File: src/design/csvg_pkg.sv
// Shared constants, types and the face corner table of the cube sphere vertex generator.
package csvg_pkg;

  localparam int unsigned MAX_SUBDIVISION = 6;

  localparam int unsigned EDGE_W = 15;
  localparam int unsigned LVL_W  = 3;
  localparam int unsigned FACE_W = 3;
  localparam int unsigned GRID_W = 7;
  localparam int unsigned POS_W  = 24;
  localparam int unsigned TEX_W  = 17;
  localparam int unsigned NRM_W  = 16;
  localparam int unsigned SUM_W  = 14;
  localparam int unsigned ROOT_W = 23;
  localparam int unsigned RAD_W  = 2 * ROOT_W;
  localparam int unsigned QUO_W  = 22;
  localparam int unsigned NUM_W  = ROOT_W + QUO_W;
  localparam int unsigned EM_W   = 22;
  localparam int unsigned IDX_W  = 2;
  localparam int unsigned SIDE_N = ROOT_W + QUO_W;

  localparam int unsigned IN_TDATA_W  = 24;
  localparam int unsigned OUT_TDATA_W = 160;

  localparam logic [LVL_W-1:0]  MAX_LEVEL  = LVL_W'(MAX_SUBDIVISION);
  localparam logic [EDGE_W-1:0] EDGE_RESET = 15'd256;
  localparam logic [NRM_W-1:0]  ONE_Q14    = 16'd16384;

  localparam logic [FACE_W-1:0] FACE_FRONT  = 3'd0;
  localparam logic [FACE_W-1:0] FACE_BACK   = 3'd1;
  localparam logic [FACE_W-1:0] FACE_LEFT   = 3'd2;
  localparam logic [FACE_W-1:0] FACE_RIGHT  = 3'd3;
  localparam logic [FACE_W-1:0] FACE_BOTTOM = 3'd4;
  localparam logic [FACE_W-1:0] FACE_TOP    = 3'd5;

  localparam logic [IDX_W-1:0] REG_EDGE   = 2'd0;
  localparam logic [IDX_W-1:0] REG_LEVEL  = 2'd1;
  localparam logic [IDX_W-1:0] REG_SPHERE = 2'd2;

  typedef struct packed {
    logic                        bad;
    logic                        sph;
    logic [LVL_W-1:0]            lvl;
    logic [2:0]                  neg;
    logic [2:0]                  fix;
    logic [2:0][GRID_W-1:0]      mag;
    logic [2:0][EM_W-1:0]        em;
    logic [TEX_W-1:0]            tex_u;
    logic [TEX_W-1:0]            tex_v;
  } side_t;

  // Negative-sign bits per corner {bottom-left, top-right, top-left}, each {z, y, x}.
  function automatic logic [2:0][2:0] corner_neg(input logic [FACE_W-1:0] face);
    logic [2:0][2:0] r;
    case (face)
      FACE_FRONT:  r = {3'b011, 3'b000, 3'b001};
      FACE_BACK:   r = {3'b110, 3'b101, 3'b100};
      FACE_LEFT:   r = {3'b111, 3'b001, 3'b101};
      FACE_RIGHT:  r = {3'b010, 3'b100, 3'b000};
      FACE_BOTTOM: r = {3'b111, 3'b010, 3'b011};
      FACE_TOP:    r = {3'b001, 3'b100, 3'b101};
      default:     r = '0;
    endcase
    return r;
  endfunction

endpackage

File: src/design/csvg_sqrt.sv
// Pipelined integer square root of a sum shifted up by 32 bits, one result bit per stage.
module csvg_sqrt (
  input  logic                        clk_i,
  input  logic                        en_i,
  input  logic [csvg_pkg::SUM_W-1:0]  sum_i,
  output logic [csvg_pkg::ROOT_W-1:0] root_o
);

  localparam int unsigned RW    = csvg_pkg::ROOT_W;
  localparam int unsigned AW    = csvg_pkg::RAD_W;
  localparam int unsigned REM_W = RW + 2;

  logic [REM_W-1:0] rem_q  [RW-1];
  logic [AW-1:0]    rad_q  [RW-1];
  logic [RW-1:0]    root_q [RW];

  for (genvar i = 0; i < RW; i++) begin : g_step
    logic [REM_W-1:0] rem_in;
    logic [AW-1:0]    rad_in;
    logic [RW-1:0]    root_in;
    logic [REM_W+1:0] rem_sh;
    logic [REM_W+1:0] trial;
    logic             ge;

    if (i == 0) begin : g_first
      assign rem_in  = '0;
      assign root_in = '0;
      assign rad_in  = {sum_i, {(AW - csvg_pkg::SUM_W){1'b0}}};
    end else begin : g_next
      assign rem_in  = rem_q[i-1];
      assign root_in = root_q[i-1];
      assign rad_in  = rad_q[i-1];
    end

    assign rem_sh = {rem_in, rad_in[AW-1 -: 2]};
    assign trial  = (REM_W + 2)'({root_in, 2'b01});
    assign ge     = rem_sh >= trial;

    always_ff @(posedge clk_i) begin
      if (en_i) begin
        root_q[i] <= {root_in[RW-2:0], ge};
      end
    end

    if (i < RW - 1) begin : g_carry
      logic [REM_W+1:0] rem_nx;
      assign rem_nx = ge ? rem_sh - trial : rem_sh;
      always_ff @(posedge clk_i) begin
        if (en_i) begin
          rem_q[i] <= rem_nx[REM_W-1:0];
          rad_q[i] <= {rad_in[AW-3:0], 2'b00};
        end
      end
    end
  end

  assign root_o = root_q[RW-1];

endmodule

File: config.mk
export PLATFORM = sky130hd
export DESIGN_NAME = csvg_sqrt
export DESIGN_NICKNAME = d
export VERILOG_FILES = /design/src/design/csvg_pkg.sv /design/src/design/csvg_sqrt.sv
export SDC_FILE = /design/constraint.sdc
export NUM_CORES = 1
export LEC_CHECK = 0
export BUFFER_PORTS_ARGS = -buffer_cell sky130_fd_sc_hd__buf_4
export CORE_ASPECT_RATIO = 2
export CORE_UTILIZATION = 35
export DETAILED_ROUTE_END_ITERATION = 7
export GPL_ROUTABILITY_DRIVEN = 0
export MAX_ROUTING_LAYER = met4
export SYNTH_ARGS = -nofsm -noshare
export SYNTH_HDL_FRONTEND = slang
export SYNTH_SLANG_ARGS = --single-unit
File: constraint.sdc
create_clock -name clk_i -period 6.6 [get_ports clk_i]
set_input_delay 0.33 -clock clk_i [delete_from_list [all_inputs] [get_ports clk_i]]
set_output_delay 0.33 -clock clk_i [all_outputs]
set_load 0.05 [all_outputs]
### After elaboration in Yosys (flattened, before gate mapping)

Memory sizes are Yosys's and may differ from the RTL's.
Index checks and enable logic that the tools add are counted.

* register bits: 0
* bits in writable memories: 2047
* input port bits: 16
* output and inout bits: 23
* memories: 3

Memories
* rad_q: words 22, bits a word 44, rd ports 22, clocked after memory_dff 0, wr ports 22, line csvg_sqrt.sv:14 `logic [AW-1:0] rad_q [RW-1];`
* rem_q: words 22, bits a word 25, rd ports 22, clocked after memory_dff 0, wr ports 22, line csvg_sqrt.sv:13 `logic [REM_W-1:0] rem_q [RW-1];`
* root_q: words 23, bits a word 23, rd ports 23, clocked after memory_dff 0, wr ports 23, line csvg_sqrt.sv:15 `logic [RW-1:0] root_q [RW];`

* $add $sub $neg: 22
* $lt $le $gt $ge: 23
* mux-type cells: 24

Operator list (count)
* $ge A27 B25 Y1: 22
* $mux W25: 22
* $sub A25 B25 Y25: 21
* $sub A2 B1 Y3 const B: 1
* $ge A2 B1 Y1 const B: 1
* $mux W1: 2

### Logic depth before layout (Yosys ltp)

An unclocked memory read counts as a cell.

* depth in word-level cells: 3
* gate-level depth with buffers: 13

### Worst setup path after synthesis

OpenSTA, ideal clock, no wires.

* kind: register to register
* from: memory rem_q[1][34] in the netlist's numbering
* to: memory rem_q[1][64] in the netlist's numbering, data pin
* setup time: 0.258 ns
* arrival time: 3.580 ns
* path slack: 2.762 ns
* stages on the path, launching flop included: 13
* path buffers: 3
* clock period less this slack: 3.838 ns
* cell sequence: edfxtp_1 ha_1 or4_4 nor4b_2 or3b_1 or4_4 or4_4 buf_6 or3_4 buf_6 buf_6 nand4b_1 xnor2_1

RTL lines (line)
* start: declaration: csvg_sqrt.sv:13

==> impl_metrics.yaml <==
outcome:
  status: "completed"
placed_design:
  placedInstanceArea_um2: 46200
  dpl_worst_slack_ns: 2.28
  dpl.hpwl_um: 67700
  dpl.cell_count: 5367
  io_buffers: 38
sta:
  finalSetupViolCount: 0
  slew_viol_final: 0
  hold_viol_final: 0
  clock_skew_ns: 0.0747
  whs_ns: 0.147
  period_needed_ns: 4.36
  worstMarginPinSlew_ns: 1.09
  setup_slack_ns: 2.24
  fmax_mhz: 229
  setup_tns_ns: 0
  grt_setup_unrepaired: "no"
  slew_headroom_pct: 25.5
  fin_crit_sh_pct: 66.0
yosys:
  ys_warn_count: 0
  yosysSeqAreaShare_pct: 56.3
  synthFlopType: "edfxtp_1"
  ys_types: 73
  synthesis.nets: 4003
  syn_inst: 3703
  yosys_register_bits: 821
  synth_edf_count: 821
  postSynthAreaPerCell_um2: 11.8
  synthesis.area_um2: 43800
  async_flop_share_pct: 0
worst_setup_path:
  crit_type: "reg2reg"
  path_cells: "ha_1 -> fa_1 -> a211oi_1 -> o21ai_0 -> a2111oi_0 -> nor3_1 -> o31ai_1 -> a21oi_1 -> nor3_1 -> xor2_1"
  cpPeakStageDelay_ns: 0.94
  critPathBufInv: 0
  critPathCaptureType: "flip-flop"
  crit_top_cell: "nor3_1"
  required_ns: 6.96
  arrival_ns: 4.72
  cp_slowest_cell: "a2111oi_0"
  cp_top_family: "compound AO/OA/AOI/OAI gates"
  path_max_fanout: 5
  crit_path_start_kind: "flip-flop"
power:
  power_frac_comb_pct: 19.9
  p_leak_nw: 18.5
  p_sw_mw: 4.07
  p_seq_share_pct: 48.6
  peakVddDrop_v: 0.000235
  p_per_area_nw_per_um2: 293
  p_int_mw: 10.3
  power_frac_clock_pct: 31.5
  swShare_pct: 28.4
  finalPower_mw: 14.3
clocking:
  postCtsSetupBuffers: 0
  cts-root-buf: "clkbuf_16"
  htree_levels: 3
  clk_path_buf_depth: 3
  clk_pin_slew_ns: 0.06
  cts_buffers: 79
  hold_buffers: 15
  clock_latency_ns: 0.69
  cts_tree: "done"
  cts_num_sinks: 821
  ctsResizeCount: 0
routing:
  final_antenna_net_count: 0
  drt-pass1-iter-count: 5
  wl_per_cell_um: 16.1
  viasPerCell: 5.06
  wirelength_um: 89200
  drc: 0
  vias: 27982
  drt_iter0_drc: 1223
global_routing:
  grt_pass1_vias: 29728
  track_usage_pct: 14.7
  grt_start_max_net_pins: 155
  grt_overflow: 0
  grt_pass1_wl_um: 143000
  grt_antenna_before_repair: 1
layout:
  fin_util_pct: 39.3
  final_area_um2: 48900
  fin_nets: 4098
  final_cells: 5528
  final_layout_size_suffix_gt1_share_pct: 8.10
  areaGrowthSynthToFinish_pct: 11.6
die:
  io_pins: 39
  placementRows: 183
  die_area_um2: 127000
  die_y_um: 502
  initial_core_util_pct: 35.2
  coreArea_um2: 124000
  dieWidth_um: 252
min_path:
  hold_path.class: "in2reg"
flow_run:
  cap_viol_max_count: 0
-- cells in the mapped netlist, types with 56 or more instances --
cell type	count	area, um^2
o21ai_0	193	966
nand3_1	69	345
mux2_2	91	1020
edfxtp_1	821	24700
nor3_1	113	566
a21oi_1	224	1120
nor2_1	218	818
inv_1	348	1310
xor2_1	158	1380
clkbuf_1	56	210
a21o_1	84	631
nand2_1	219	822
xnor2_1	202	1770
nor4_1	58	363
ha_1	269	3370
-- layout make-up --
type	count	area (um^2)
tap	1665	2080
sequential	821	24700
fill	11806	75400
timing repair buffer	77	686
clock inverter	55	517
inverter	350	1310
antenna	1	2.50
clock buffer	90	2020
multi-input combinational	2469	17600
-- cell usage in the layout, fill, tap and decap left out, drive strengths merged, types with 69 or more instances in the layout --
cell type,instances
a21o,84
a21oi,224
clkbuf,90
edfxtp,821
ha,269
inv,352
mux2,91
nand2,219
nand3,69
nor2,218
nor3,113
o21ai,197
xnor2,202
xor2,158
-- flip-flops by register name, summed over array words and instances (netlist names) --
signal / count
rem_q: 503
root_q: 276
rad_q: 42
-- worst paths after layout --
kind	slack [ns]	to	cells after the start	start
worst max-delay path	2.24	rem_q[2][22]	10	rem_q[1][175]
worst min-delay path	0.15	rem_q[0][186]	1	en_i
worst max register to register	2.24	rem_q[2][22]	10	rem_q[1][175]
worst min register to register	0.41	root_q[1][102]	0	root_q[1][78]
-- worst reg2reg max path: stages (launching register included) --
cell and delay (ns):
edfxtp_1 0.47, ha_1 0.29, fa_1 0.44, a211oi_1 0.39, o21ai_0 0.21, a2111oi_0 0.94
nor3_1 0.21, o31ai_1 0.52, a21oi_1 0.21, nor3_1 0.25, xor2_1 0.10
-- cells by family (layout without fill, tap and decap cells) --
| logic type | count (synthesis) | after routing | synth area share, % |
|---|---|---|---|
| and+or+nand+nor | 962 | 962 | 11.1 |
| DFF | 821 | 821 | 56.3 |
| AOI/OAI and AO/OA | 766 | 766 | 11.0 |
| buffers and inverters | 413 | 572 | 3.59 |
| xor gates and xnor gates | 360 | 360 | 7.20 |
| adders and majority gates | 284 | 284 | 8.37 |
| muxes | 96 | 96 | 2.45 |
| other | 1 | 2 | 0.00856 |
-- layer usage --
metal  up-vias  GRT usage, %  wire length, um
met4         0          8.39             4870
met3       228          1.80             1980
met2       379          32.8            57200
met1     13584          9.92            25200
met5         -             -                0
li1      13791             -                -
-- power groups by stage --
stage          Sequential [mW]  Clock (mW)  Combinational, mW
2_1_floorplan             6.96           0               2.12
4_1_cts                   6.97        4.64               2.88
3_5_place_dp              7.08           0               2.86
3_3_place_gp              7.06           0               2.80
5_1_grt                   7.04        4.80               3.19
6_report                  6.97        4.51               2.85
Power figures use the tool's default switching activity.
