[src/design/csvg_pkg.sv]
// Shared constants, types and the face corner table of the cube sphere vertex generator.
package csvg_pkg;

  localparam int unsigned MAX_SUBDIVISION = 6;

  localparam int unsigned EDGE_W = 15;
  localparam int unsigned LVL_W  = 3;
  localparam int unsigned FACE_W = 3;
  localparam int unsigned GRID_W = 7;
  localparam int unsigned POS_W  = 24;
  localparam int unsigned TEX_W  = 17;
  localparam int unsigned NRM_W  = 16;
  localparam int unsigned SUM_W  = 14;
  localparam int unsigned ROOT_W = 23;
  localparam int unsigned RAD_W  = 2 * ROOT_W;
  localparam int unsigned QUO_W  = 22;
  localparam int unsigned NUM_W  = ROOT_W + QUO_W;
  localparam int unsigned EM_W   = 22;
  localparam int unsigned IDX_W  = 2;
  localparam int unsigned SIDE_N = ROOT_W + QUO_W;

  localparam int unsigned IN_TDATA_W  = 24;
  localparam int unsigned OUT_TDATA_W = 160;

  localparam logic [LVL_W-1:0]  MAX_LEVEL  = LVL_W'(MAX_SUBDIVISION);
  localparam logic [EDGE_W-1:0] EDGE_RESET = 15'd256;
  localparam logic [NRM_W-1:0]  ONE_Q14    = 16'd16384;

  localparam logic [FACE_W-1:0] FACE_FRONT  = 3'd0;
  localparam logic [FACE_W-1:0] FACE_BACK   = 3'd1;
  localparam logic [FACE_W-1:0] FACE_LEFT   = 3'd2;
  localparam logic [FACE_W-1:0] FACE_RIGHT  = 3'd3;
  localparam logic [FACE_W-1:0] FACE_BOTTOM = 3'd4;
  localparam logic [FACE_W-1:0] FACE_TOP    = 3'd5;

  localparam logic [IDX_W-1:0] REG_EDGE   = 2'd0;
  localparam logic [IDX_W-1:0] REG_LEVEL  = 2'd1;
  localparam logic [IDX_W-1:0] REG_SPHERE = 2'd2;

  typedef struct packed {
    logic                        bad;
    logic                        sph;
    logic [LVL_W-1:0]            lvl;
    logic [2:0]                  neg;
    logic [2:0]                  fix;
    logic [2:0][GRID_W-1:0]      mag;
    logic [2:0][EM_W-1:0]        em;
    logic [TEX_W-1:0]            tex_u;
    logic [TEX_W-1:0]            tex_v;
  } side_t;

  // Negative-sign bits per corner {bottom-left, top-right, top-left}, each {z, y, x}.
  function automatic logic [2:0][2:0] corner_neg(input logic [FACE_W-1:0] face);
    logic [2:0][2:0] r;
    case (face)
      FACE_FRONT:  r = {3'b011, 3'b000, 3'b001};
      FACE_BACK:   r = {3'b110, 3'b101, 3'b100};
      FACE_LEFT:   r = {3'b111, 3'b001, 3'b101};
      FACE_RIGHT:  r = {3'b010, 3'b100, 3'b000};
      FACE_BOTTOM: r = {3'b111, 3'b010, 3'b011};
      FACE_TOP:    r = {3'b001, 3'b100, 3'b101};
      default:     r = '0;
    endcase
    return r;
  endfunction

endpackage

[src/design/csvg_div.sv]
// Pipelined restoring divider, one quotient bit per stage.
module csvg_div (
  input  logic                        clk_i,
  input  logic                        en_i,
  input  logic [csvg_pkg::NUM_W-1:0]  num_i,
  input  logic [csvg_pkg::ROOT_W-1:0] den_i,
  output logic [csvg_pkg::QUO_W-1:0]  quo_o
);

  localparam int unsigned DW = csvg_pkg::ROOT_W;
  localparam int unsigned QW = csvg_pkg::QUO_W;

  logic [DW-1:0] rem_q [QW-1];
  logic [QW-1:0] low_q [QW-1];
  logic [DW-1:0] den_q [QW-1];
  logic [QW-1:0] quo_q [QW];

  for (genvar i = 0; i < QW; i++) begin : g_step
    logic [DW-1:0] rem_in;
    logic [QW-1:0] low_in;
    logic [DW-1:0] den_in;
    logic [QW-1:0] quo_in;
    logic [DW:0]   t;
    logic          ge;

    if (i == 0) begin : g_first
      assign rem_in = num_i[csvg_pkg::NUM_W-1 -: DW];
      assign low_in = num_i[QW-1:0];
      assign den_in = den_i;
      assign quo_in = '0;
    end else begin : g_next
      assign rem_in = rem_q[i-1];
      assign low_in = low_q[i-1];
      assign den_in = den_q[i-1];
      assign quo_in = quo_q[i-1];
    end

    assign t  = {rem_in, low_in[QW-1]};
    assign ge = t >= {1'b0, den_in};

    always_ff @(posedge clk_i) begin
      if (en_i) begin
        quo_q[i] <= {quo_in[QW-2:0], ge};
      end
    end

    if (i < QW - 1) begin : g_carry
      logic [DW:0] t_nx;
      assign t_nx = ge ? t - {1'b0, den_in} : t;
      always_ff @(posedge clk_i) begin
        if (en_i) begin
          rem_q[i] <= t_nx[DW-1:0];
          low_q[i] <= {low_in[QW-2:0], 1'b0};
          den_q[i] <= den_in;
        end
      end
    end
  end

  assign quo_o = quo_q[QW-1];

endmodule

[config.mk]
export PLATFORM = sky130hd
export DESIGN_NAME = csvg_div
export DESIGN_NICKNAME = d
export VERILOG_FILES = /design/src/design/csvg_pkg.sv /design/src/design/csvg_div.sv
export SDC_FILE = /design/constraint.sdc
export NUM_CORES = 2
export LEC_CHECK = 0
export BUFFER_PORTS_ARGS = -buffer_cell sky130_fd_sc_hd__buf_2
export CAP_MARGIN = 15
export CELL_PAD_IN_SITES_DETAIL_PLACEMENT = 1
export CELL_PAD_IN_SITES_GLOBAL_PLACEMENT = 2
export CORE_ASPECT_RATIO = 0.8
export CORE_UTILIZATION = 40
export CTS_CLUSTER_SIZE = 40
export DETAILED_ROUTE_END_ITERATION = 10
export PLACE_DENSITY = 0.78
export SKIP_LAST_GASP = 1
export SYNTH_ARGS = -nofsm -noshare
export SYNTH_HDL_FRONTEND = slang
export SYNTH_SLANG_ARGS = --single-unit
[constraint.sdc]
create_clock -name clk_i -period 7.2 [get_ports clk_i]
set_input_delay 0.36 -clock clk_i [delete_from_list [all_inputs] [get_ports clk_i]]
set_output_delay 0.36 -clock clk_i [all_outputs]
set_load 0.03 [all_outputs]
Yosys cells after proc, flatten, opt, wreduce, memory -nomap -nowiden
Memory sizes are Yosys's and may differ from the RTL's.
Cells that the tools add are included.

word-level totals
  flip-flop bits (word level) = 0
  bits in writable memories = 1891
  input port bits = 70
  output and inout bits = 22
  memories kept = 4

operators by class
  add/subtract/negate cells = 21
  order comparisons = 22
  mux-type cells = 23

memory list
  name   words  width  read ports  clocked after memory_dff  write ports  line            RTL
  quo_q  22     22     22          0                         22           csvg_div.sv:16  logic [QW-1:0] quo_q [QW];
  den_q  21     23     21          0                         21           csvg_div.sv:15  logic [DW-1:0] den_q [QW-1];
  rem_q  21     23     21          0                         21           csvg_div.sv:13  logic [DW-1:0] rem_q [QW-1];
  low_q  21     21     21          0                         21           csvg_div.sv:14  logic [QW-1:0] low_q [QW-1];

operators with widths
  kind                                              number
  24-bit by 23-bit >= comparator with 1-bit output  22
  23-bit 2-to-1 mux                                 21
  23-bit subtractor                                 21
  1-bit 2-to-1 mux                                  2

Logic depth before layout (Yosys ltp)
An unclocked memory read counts as a cell.

  depth after elaboration = 3
  mapped depth = 15
  mapped depth without buffers = 13

Worst setup path before layout
Ideal clock, no wire load.

  path type = register to register
  start point = mem den_q[0][46] (netlist bit)
  end point = mem rem_q[0][90] (netlist bit) (data pin)
  library setup time = 260 ps
  data arrival time = 2929 ps
  path slack = 4011 ps
  cell stages (with the launch flop) = 13
  cells stage by stage = edfxtp_1 -> ha_1 -> fa_1 -> nand2b_1 -> a21oi_1 -> o21ai_0 -> a21oi_1 -> o2111ai_1 -> a211oi_1 -> a2111oi_0 -> o21ai_2 -> buf_2 -> mux2_2

RTL lines
  element      line
  from (decl)  csvg_div.sv:15
  to (decl)    csvg_div.sv:13

==> reports/qor.tcl <==
set qor(post_cts.repair.setup_buffers) 0
set qor(dpl-instance-area_um2) 77500
set qor(drt.antenna.violating_nets) 0
set qor(rsz0062_at_grt) {false}
set qor(clock_root_cell) {sky130_fd_sc_hd__clkbuf_16}
set qor(maxClockFrequency_mhz) 242
set qor(vias) 45800
set qor(io_buffer_count) 91
set qor(hold_path.class) {input pin to flip-flop}
set qor(setup.worst_path.class) {flip-flop to flip-flop}
set qor(ys_seq_elements) 1450
set qor(dpl.cell_count) 8391
set qor(part_of_the_cycle_the_worst_path_needs) 0.574
set qor(area.growth.synth_to_final_pct) 11.9
set qor(die_area_um2) 187000
set qor(synthCells) 5958
set qor(finalNonFillerCells) 8731
set qor(max-slew-margin-rel) 0.291
set qor(cts_tree) {done}
set qor(firstDrtPassIters) 5
set qor(post-route-min-period_ps) 4130
set qor(share_of_flip_flops_with_an_asynchronous_set_or_reset) 0
set qor(grt_start_max_net_pins) 179
set qor(mostFrequentLayoutCell) {sky130_fd_sc_hd__edfxtp_1}
set qor(chipWidth_um) 483
set qor(synth_sequential_area_ratio) 0.587
set qor(cts_buffers) 154
set qor(clock_insertion_delay_worst_skew_ps) 800
set qor(critical_path.endpoint_type) {flip-flop}
set qor(finalSetupTns_ps) 0
set qor(multiInputGateArea_um2) 27800
set qor(hpwlAfterDp_um) 123000
set qor(cts_sinks) 1450
set qor(highest_count_cells_in_the_layout_ignoring_fill_and_taps) {sky130_fd_sc_hd__edfxtp_1, sky130_fd_sc_hd__inv_1, sky130_fd_sc_hd__ha_1}
set qor(post_synth_instance_area_um2) 74100
set qor(cellLeakagePower_nw) 33.2
set qor(synth.lib_cells_used.distinct) 95
set qor(cap_viol_max_count) 0
set qor(via_count_of_the_first_global_routing_pass) 47200
set qor(cp_data_arrival_time_ps) 4640
set qor(drive_above_1_share) 0.0977
set qor(post-route-util) 0.453
set qor(place_congestion) 0.840
set qor(finalHoldWorstSlack_ps) 139
set qor(synth_flop_cell) {sky130_fd_sc_hd__edfxtp_1}
set qor(avgViaCountPerCell) 5.24
set qor(avgSynthCellArea_um2) 12.4
set qor(final_design_area_no_fill_um2) 83000
set qor(cts_resized) 0
set qor(synth_fp_nets) 6555
set qor(irDropWorstVdd_uv) 228
set qor(setup-violations-final) 0
set qor(worst-path-max-fanout) 28
set qor(number_of_buffers_between_clock_root_and_the_deepest_sink) 3
set qor(grt_antenna_before_repair) 1
set qor(std_cell_rows) 140
set qor(overall_routed_net_length_um) 168000
set qor(fp.coreArea_um2) 183000
set qor(status) {finished, final reports clean}
set qor(startpoint_class) {flip-flop}
set qor(worst-endpoint-required_ps) 7710
set qor(synthesis_warnings) 0
set qor(avgRoutedWirePerCell_um) 19.2
set qor(tightestPinTransition_ps) 1060
set qor(grt_pass1_wl_um) 268000
set qor(seq_area_um2) 43500
set qor(fillerInstances) 18900
set qor(remaining_drc_errors) 0
set qor(cts.reportedPaths.clkPinSlew_ps) 60
set qor(gr-usage-all-layers) 0.179
set qor(die_height_um) 387
set qor(htreeDepth) 4
set qor(grt-ovfl-total) 0
set qor(initial_utilization) 0.405
set qor(finalHoldViolations) 0
set qor(most_area_consuming_cells_after_synthesis) {sky130_fd_sc_hd__edfxtp_1, sky130_fd_sc_hd__ha_1, sky130_fd_sc_hd__mux2_2, sky130_fd_sc_hd__inv_1, sky130_fd_sc_hd__xnor2_1}
set qor(drt_first_iter_violations) 2599
set qor(power_density_nw_per_um2) 435
set qor(number_of_enable_type_register_cells_in_the_synthesized_netlist) 1450
set qor(skew_ps) 50.4
set qor(final_net_count) 6797
set qor(yosysTopAreaCellShare) 0.587
set qor(io-pin-count) 92
set qor(final_slew_viol_count) 0
set qor(synth_largest_area_cell) {sky130_fd_sc_hd__edfxtp_1}
==> layout make-up <==
class / count / share of cell area
antenna: 1 / 0.0000302
clock buffer: 188 / 0.0482
clock inverter: 84 / 0.00979
inverter: 621 / 0.0281
multi-input combinational: 3783 / 0.335
sequential: 1450 / 0.525
tap: 2414 / 0.0364
timing repair buffer: 190 / 0.0177
==> power breakdown <==
part           internal, W  leakage [nW]  total, W  switching [W]
Sequential          0.0121          14.2    0.0134        0.00127
Clock              0.00428          2.33   0.00764        0.00336
Combinational      0.00659          16.7    0.0150        0.00842
==> final timing paths <==
check | start | endpoint | slack, ps | cells past startpoint
max | den_q[0][46] | rem_q[0][69] | 3070 | 13
min | en_i | low_q[0][16] | 140 | 1
max reg2reg | den_q[0][46] | rem_q[0][69] | 3070 | 13
min reg2reg | low_q[0][28] | low_q[0][50] | 380 | 0
==> cell usage after synthesis (46+ instances only) <==
master                        n
sky130_fd_sc_hd__a21o_1     234
sky130_fd_sc_hd__a21oi_1    441
sky130_fd_sc_hd__a31oi_1     46
sky130_fd_sc_hd__clkbuf_1    57
sky130_fd_sc_hd__edfxtp_1  1450
sky130_fd_sc_hd__ha_1       506
sky130_fd_sc_hd__inv_1      619
sky130_fd_sc_hd__mux2_2     225
sky130_fd_sc_hd__nand2_1    339
sky130_fd_sc_hd__nand2b_1    65
sky130_fd_sc_hd__nand3_1     59
sky130_fd_sc_hd__nand4_1     92
sky130_fd_sc_hd__nor2_1     347
sky130_fd_sc_hd__nor2b_1     86
sky130_fd_sc_hd__nor3_1      52
sky130_fd_sc_hd__o21a_1      64
sky130_fd_sc_hd__o21ai_0    312
sky130_fd_sc_hd__xnor2_1    253
sky130_fd_sc_hd__xor2_1     150
==> cell families after synthesis <==
group,synth area share
compound gates,0.122
xor+xnor,0.0476
fa+ha+maj,0.0911
buf+inv,0.0381
flops,0.587
mux,0.0386
simple gates,0.0756
==> state kept, by name, summed over array words and instances, names as in the netlist <==
register,count
den_q,483
low_q,231
quo_q,253
rem_q,483
==> worst max-delay path, stage by stage, from the launching register on <==
cell and delay [ps]:
sky130_fd_sc_hd__edfxtp_1 550, sky130_fd_sc_hd__ha_1 280, sky130_fd_sc_hd__fa_1 400, sky130_fd_sc_hd__nand2b_1 190, sky130_fd_sc_hd__a21oi_1 140, sky130_fd_sc_hd__o21ai_0 130, sky130_fd_sc_hd__a21oi_1 290, sky130_fd_sc_hd__o2111ai_1 280
sky130_fd_sc_hd__a211oi_1 390, sky130_fd_sc_hd__a2111oi_0 130, sky130_fd_sc_hd__o21ai_2 130, sky130_fd_sc_hd__buf_4 360, sky130_fd_sc_hd__nor2_1 80, sky130_fd_sc_hd__a21oi_1 460
==> metrics by stage <==
stage	setup slack, ps	total power (W)
after global placement	2980	0.0281
after global routing	2750	0.0385
after floorplan	4010	0.0244
final	3070	0.0361
after CTS	2900	0.0364
after detailed placement	2970	0.0285
==> metal layers <==
layer / global-route usage / wire [µm] / share of wire / vias up
li1: - / - / - / 22400
met1: 0.254 / 82400 / 0.49 / 22600
met2: 0.288 / 77200 / 0.46 / 577
met3: 0.0263 / 5480 / 0.033 / 205
met4: 0.0400 / 2990 / 0.018 / 0
met5: 0 / 0 / 0 / -
==> repair_timing <==
item | in CTS | in global routing
hold endpoints to repair | 67 | 0
setup endpoints to repair | 0 | 0
hold buffers | 67 | 0
(Power assumes the default switching activity.)
